`config.mk`:
```
export PLATFORM = sky130hd
export DESIGN_NAME = fjrb_ctrl
export DESIGN_NICKNAME = d
export VERILOG_FILES = /design/src/hdl/fjrb_pkg.sv /design/src/hdl/fjrb_ctrl.sv
export SDC_FILE = /design/constraint.sdc
export NUM_CORES = 1
export LEC_CHECK = 0
export BUFFER_PORTS_ARGS = -buffer_cell sky130_fd_sc_hd__buf_4
export CAP_MARGIN = 0
export CORE_AREA = 2 2 39 41
export DETAILED_ROUTE_END_ITERATION = 7
export DIE_AREA = 0 0 41 43
export PLACE_DENSITY = 0.75
export SYNTH_ARGS = -nofsm -noshare
export SYNTH_HDL_FRONTEND = slang
export SYNTH_SLANG_ARGS = --single-unit
```
`constraint.sdc`:
```
create_clock -name clk_i -period 3.4 [get_ports clk_i]
set_clock_uncertainty 0.2 [all_clocks]
set_input_delay 0.34 -clock clk_i [delete_from_list [all_inputs] [get_ports clk_i]]
set_output_delay 0.34 -clock clk_i [all_outputs]
set_load 0.01 [all_outputs]
```
`src/hdl/fjrb_pkg.sv`:
```
// Shared types and constants of the frame jitter ring buffer.
package fjrb_pkg;

  // Register field widths
  localparam int unsigned FB_W  = 13;
  localparam int unsigned FS_W  = 13;
  localparam int unsigned SPF_W = 16;
  localparam int unsigned CFG_W = 16;
  localparam int unsigned PBL_W = 29;

  // Reset values of the registers
  localparam int unsigned FB_RST  = 160;
  localparam int unsigned FS_RST  = 16;
  localparam int unsigned SPF_RST = 160;

  // Stream widths
  localparam int unsigned IN_DATA_W  = 56;
  localparam int unsigned IN_USER_W  = 4;
  localparam int unsigned OUT_DATA_W = 72;
  localparam int unsigned OUT_USER_W = 3;

  // Divider
  localparam int unsigned DIV_CNT_W = 6;
  localparam logic [DIV_CNT_W-1:0] DIV_STEPS = 6'd32;

  // Register indexes
  localparam logic [1:0] REG_FRAME_BYTES = 2'd0;
  localparam logic [1:0] REG_FRAME_SLOTS = 2'd1;
  localparam logic [1:0] REG_STEPS       = 2'd2;

  // Operations
  localparam logic [2:0] OP_SEQ    = 3'd0;
  localparam logic [2:0] OP_POS    = 3'd1;
  localparam logic [2:0] OP_READ   = 3'd2;
  localparam logic [2:0] OP_FLUSH  = 3'd3;
  localparam logic [2:0] OP_SETPOS = 3'd4;

  // Result status codes
  localparam logic [2:0] ST_OK      = 3'd0;
  localparam logic [2:0] ST_NOROOM  = 3'd1;
  localparam logic [2:0] ST_RANGE   = 3'd2;
  localparam logic [2:0] ST_EMPTY   = 3'd3;
  localparam logic [2:0] ST_DUP     = 3'd4;

  typedef struct packed {
    logic dropped;
    logic positioned;
    logic active;
  } pkt_flags_t;

  // Controller to datapath
  typedef struct packed {
    logic ready;
    logic exec;
    logic div_start;
    logic div_size;
    logic mul;
    logic decide;
    logic start_fin;
    logic load_out;
    logic sz_mul;
    logic sz_fin;
  } cmd_t;

  // Datapath to controller
  typedef struct packed {
    logic [2:0] op;
    logic       start;
    logic       ring_zero;
    logic       div_done;
    logic       cfg_hit;
  } sts_t;

endpackage

```
`src/hdl/fjrb_ctrl.sv`:
```
// Controller: sequences each item, ring sizing and the result handshake.
module fjrb_ctrl (
  input  logic           clk_i,
  input  logic           rst_ni,
  input  logic           in_valid_i,
  input  logic           out_ready_i,
  output logic           out_valid_o,
  input  fjrb_pkg::sts_t sts_i,
  output fjrb_pkg::cmd_t cmd_o
);
  import fjrb_pkg::*;

  typedef enum logic [3:0] {
    S_IDLE, S_EXEC, S_DIV_GO, S_DIV_WAIT, S_MUL, S_DECIDE, S_START_FIN, S_OUT,
    S_SZ_MUL, S_SZ_GO, S_SZ_WAIT, S_SZ_FIN
  } state_e;

  state_e state_q;
  logic   size_pend_q, out_valid_q;

  // commands
  always_comb begin
    cmd_o = '0;
    unique case (state_q)
      S_IDLE:      cmd_o.ready = !size_pend_q;
      S_EXEC:      cmd_o.exec = 1'b1;
      S_DIV_GO:    cmd_o.div_start = 1'b1;
      S_DIV_WAIT:  ;
      S_MUL:       cmd_o.mul = 1'b1;
      S_DECIDE:    cmd_o.decide = 1'b1;
      S_START_FIN: cmd_o.start_fin = 1'b1;
      S_OUT:       cmd_o.load_out = !out_valid_q || out_ready_i;
      S_SZ_MUL:    cmd_o.sz_mul = 1'b1;
      S_SZ_GO: begin
        cmd_o.div_start = 1'b1;
        cmd_o.div_size  = 1'b1;
      end
      S_SZ_WAIT:   cmd_o.div_size = 1'b1;
      S_SZ_FIN:    cmd_o.sz_fin = 1'b1;
      default: ;
    endcase
  end

  // state, sizing request and result valid
  always_ff @(posedge clk_i or negedge rst_ni) begin
    if (!rst_ni) begin
      state_q     <= S_IDLE;
      size_pend_q <= 1'b0;
      out_valid_q <= 1'b0;
    end else begin
      if (cmd_o.load_out)   out_valid_q <= 1'b1;
      else if (out_ready_i) out_valid_q <= 1'b0;

      if (sts_i.cfg_hit) size_pend_q <= 1'b1;
      else if (state_q == S_IDLE && size_pend_q) size_pend_q <= 1'b0;

      unique case (state_q)
        S_IDLE: begin
          if (size_pend_q)     state_q <= S_SZ_MUL;
          else if (in_valid_i) state_q <= S_EXEC;
        end
        S_EXEC: begin
          if ((sts_i.op == OP_SEQ || sts_i.op == OP_POS) && sts_i.start &&
              !sts_i.ring_zero)
            state_q <= (sts_i.op == OP_POS) ? S_DIV_GO : S_START_FIN;
          else
            state_q <= S_OUT;
        end
        S_DIV_GO:    state_q <= S_DIV_WAIT;
        S_DIV_WAIT:  if (sts_i.div_done) state_q <= S_MUL;
        S_MUL:       state_q <= S_DECIDE;
        S_DECIDE:    state_q <= S_START_FIN;
        S_START_FIN: state_q <= S_OUT;
        S_OUT:       if (cmd_o.load_out) state_q <= S_IDLE;
        S_SZ_MUL:    state_q <= S_SZ_GO;
        S_SZ_GO:     state_q <= S_SZ_WAIT;
        S_SZ_WAIT:   if (sts_i.div_done) state_q <= S_SZ_FIN;
        S_SZ_FIN:    state_q <= S_IDLE;
        default:     state_q <= S_IDLE;
      endcase
    end
  end

  assign out_valid_o = out_valid_q;

endmodule

```
Yosys cells after proc, flatten, opt, wreduce, memory -nomap -nowiden
Index checks and enable logic that the tools add are counted.
- register bits after elaboration: 6
- input bits: 11
- word-level logic and storage cells: 56
- eq/ne operators: 16
- mux-type cells: 22
- reduce and logical (&&, ||, !) cells: 15
- operators by type and width (operator ; count):
    $pmux W4 S11 ; 1
    $mux W4 ; 5
    $eq A4 B3 Y1 const B ; 4
    $eq A4 B4 Y1 const B ; 4
    $mux W1 ; 14
    $eq A4 B2 Y1 const B ; 2
    $mux W3 ; 2
    $ne A2 B2 Y1 const B ; 3
    $eq A4 B1 Y1 const B ; 1
    $logic_not A4 Y1 ; 1
    $reduce_and A4 Y1 ; 1
    $reduce_bool A2 Y1 ; 2
    $reduce_or A2 Y1 ; 2
    $eq A3 B1 Y1 const B ; 1
    $logic_and A1 B1 Y1 ; 3
    $logic_not A1 Y1 ; 3
    $logic_not A3 Y1 ; 1
    $ne A3 B3 Y1 const B ; 1
    $logic_or A1 B1 Y1 ; 2

Depth between registers and ports, before layout
- word-level depth: 6
- mapped depth: 5
- depth with buffers taken out: 4

Worst setup path before layout
Ideal clock, no wire load.
- path kind: register to output
- from: reg state_q[1]
- to: out cmd_o[9] (netlist bit)
- arrival time: 1.128 ns
- data required time: 2.860 ns
- setup slack: 1.732 ns
- cell stages (with the launch flop): 3
- path buffers: 0
- path through: dfrtp_1 or4_4 nor2_1
- RTL lines (what ; RTL line ; source):
    start: declaration ; fjrb_ctrl.sv:18 ; state_e state_q;
    start signal: assignment ; fjrb_ctrl.sv:65 ; state_q <= (sts_i.op == OP_POS) ? S_DIV_GO : S_START_FIN;
    end: declaration ; fjrb_ctrl.sv:9 ; output fjrb_pkg::cmd_t cmd_o

==> impl_metrics.py <==
metrics = {
    "clock_tree": {
        "clock-sinks": 6,
        "cts_tree": "built",
        "root_buffer": "clkbuf_4",
        "cts-buffers-inserted": 3,
        "clock_latency_ns": 0.24,
        "clockBufferDepth": 2,
        "cts_setup_buffers": 0,
        "cts.clk_slew.worst_paths_ns": 0.04,
        "cts_htree_levels": 1,
    },
    "timing": {
        "slew_headroom_pct": 70.1,
        "tns_ns": 0,
        "setup_viol": 0,
        "final-hold-violation-count": 0,
        "slew_viol_final": 0,
        "grt_setup_unrepaired": "no",
        "finalCriticalPeriod_ns": 2.12,
        "hold_slack_ns": 0.0703,
        "fmax_mhz": 471,
        "tightestPinTransition_ns": 0.449,
        "layout_worst_path_cycle_share_pct": 62.5,
    },
    "yosys": {
        "synth_nets": 70,
        "synth_seq_cells": 6,
        "synth_cells": 59,
        "avgSynthCellArea_sq_um": 8.29,
        "synth_edf_count": 0,
        "ys.flop_type": "dfrtp_1",
        "yosysSeqAreaShare_pct": 30.7,
        "postSynth.asyncResetShare_pct": 100,
        "ys_warn_count": 0,
        "synth.distinct_cells": 27,
        "synthesis.area_sq_um": 489,
    },
    "pwr": {
        "power_mw": 0.554,
        "p_leak_nw": 0.299,
        "ir_drop_v": 0.000283,
        "p_per_area_mw_per_mm2": 832,
    },
    "global_route": {
        "grt_pass1_wl_um": 1810,
        "gr-max-usage-layer": "met2",
        "grt_util_all_layers_pct": 14.7,
        "grt_remaining_overflow": 0,
        "grt_max_degree": 16,
        "antenna_found_initial": 0,
        "grt_pass1_vias": 452,
        "use_met1_pct": 19.7,
        "use_met3_pct": 2.09,
        "met2_usage_pct": 21.6,
    },
    "drt": {
        "ant_nets": 0,
        "wl_per_cell_um": 11.7,
        "route.vias.total": 497,
        "vias_per_cell": 5.18,
        "first_pass_iters": 3,
        "drt_drc_violations_left": 0,
        "routed_wl_um": 1120,
        "first_iter_violations": 4,
    },
    "critical_path": {
        "critical_path_required_ns": 2.86,
        "reg2reg_slack_ns": 1.61,
        "end_kind": "primary output",
        "critPathArrivalTime_ns": 1.58,
        "crit_path_max_fanout": 15,
        "worst-setup-path-type": "flop to primary output",
        "crit_chain": "or4_4 > nor2_1 > buf_4",
        "r2r_cells": 4,
        "max_stage_delay_ns": 0.59,
        "cp-start-kind": "flop",
        "cp_slowest_cell": "or4_4",
    },
    "final_layout": {
        "drive_gt1_share_pct": 37.5,
        "nets": 93,
        "antenna-diode-count": 0,
        "stdcell_count": 96,
        "area_delta_synth_final_pct": 36.1,
    },
    "floorplan": {
        "die_h_um": 43,
        "num_rows": 14,
        "io-pin-count": 22,
        "die_area_sq_mm": 0.00176,
        "start_util_pct": 35.4,
        "die_w_um": 41,
        "core_area_sq_mm": 0.00138,
    },
    "placed_design": {
        "io_buffers": 21,
        "place_congestion": 0.755,
        "dp_cells": 92,
        "hpwl_um": 803,
    },
    "min_path": {
        "hp-class": "primary input to flop",
        "hold_depth": 2,
    },
    "outcome": {
        "outcome": "finished clean",
    },
    "flow_run": {
        "maxCapViolCount": 0,
    },
}
[flip-flops by register name (all words and copies together) (netlist names)]
signal	count
state_q	4
out_valid_o	1
size_pend_q	1
[metrics by stage]
step,setup WS (ns),utilization [%],cell area [sq um]
detailed placement,1.54,45.8,633
CTS,1.28,48.1,666
floorplan,1.73,-,489
global placement,1.55,45.8,633
global route,1.17,48.1,666
finish,1.28,48.1,666
[layout by cell type (no fill, tap or decap), drive strengths merged, types with 2 or more instances in the layout]
cell type / n
buf: 21
nor2: 10
nand2: 6
dfrtp: 6
nand2b: 5
a21oi: 4
nor3: 4
clkbuf: 3
nor2b: 2
nand3b: 2
o22ai: 2
[synth_stat cells (2+ instances only)]
master    number  area share (%)
a21oi_1        4             4.1
nor3_1         3             3.1
buf_4          3             4.6
nand3b_1       2             3.1
nand2_1        6             4.6
nor2_1        10             7.7
nor2b_1        2             2.6
dfrtp_1        6              31
o22ai_2        2             5.1
nand2b_1       4             5.1
[timing repair]
item | CTS | global route
resized for setup | 0 | 0
setup endpoints to repair | 0 | 0
hold endpoints to repair | 6 | 0
hold buffers | 1 | 0
[power by group]
group	internal (mW)	total, mW	switching, mW
combinational	0.166	0.294	0.128
clock	0.0399	0.0648	0.0249
sequential	0.104	0.195	0.0914
total	0.309	0.554	0.245
[kinds of logic (layout without fill, tap and decap cells)]
logic type,Yosys count,count (layout),share of synthesized area [%]
AOI/OAI and AO/OA,13,13,20.5
buffers and inverters,4,25,6.90
xor gates and xnor gates,1,1,1.79
and+or+nand+nor,35,35,40.2
DFF,6,6,30.7
[layout make-up]
type                       instances  area, sq um
sequential                         6          150
tap                               16         20.0
clock buffer                       3         22.5
timing repair buffer              22          168
multi-input combinational         49          305
fill                             133          718
[layer usage]
| layer | wire length [um] | up-vias |
|---|---|---|
| met2 | 510 | 15 |
| met5 | 0 | - |
| met3 | 68 | 2 |
| met1 | 526 | 229 |
| li1 | - | 251 |
| met4 | 14 | 0 |
[worst max-delay path: cells and delay by family, from the launching register on]
family / cells / cell delay (ns)
buffers and inverters: 1 / 0.12
AND/OR/NAND/NOR: 2 / 0.69
flip-flops: 1 / 0.53
[path summary, 6_finish.rpt]
check / startpoint / to
setup reg to reg: state_q[0] / state_q[0]
hold / removal: sts_i[0] / size_pend_q
hold reg to reg: size_pend_q / size_pend_q
min in group asynchronous: rst_ni / size_pend_q
setup / recovery: state_q[0] / cmd_o[9]
max in group asynchronous: rst_ni / out_valid_o
No activity file was read; power rests on OpenSTA's default activity.
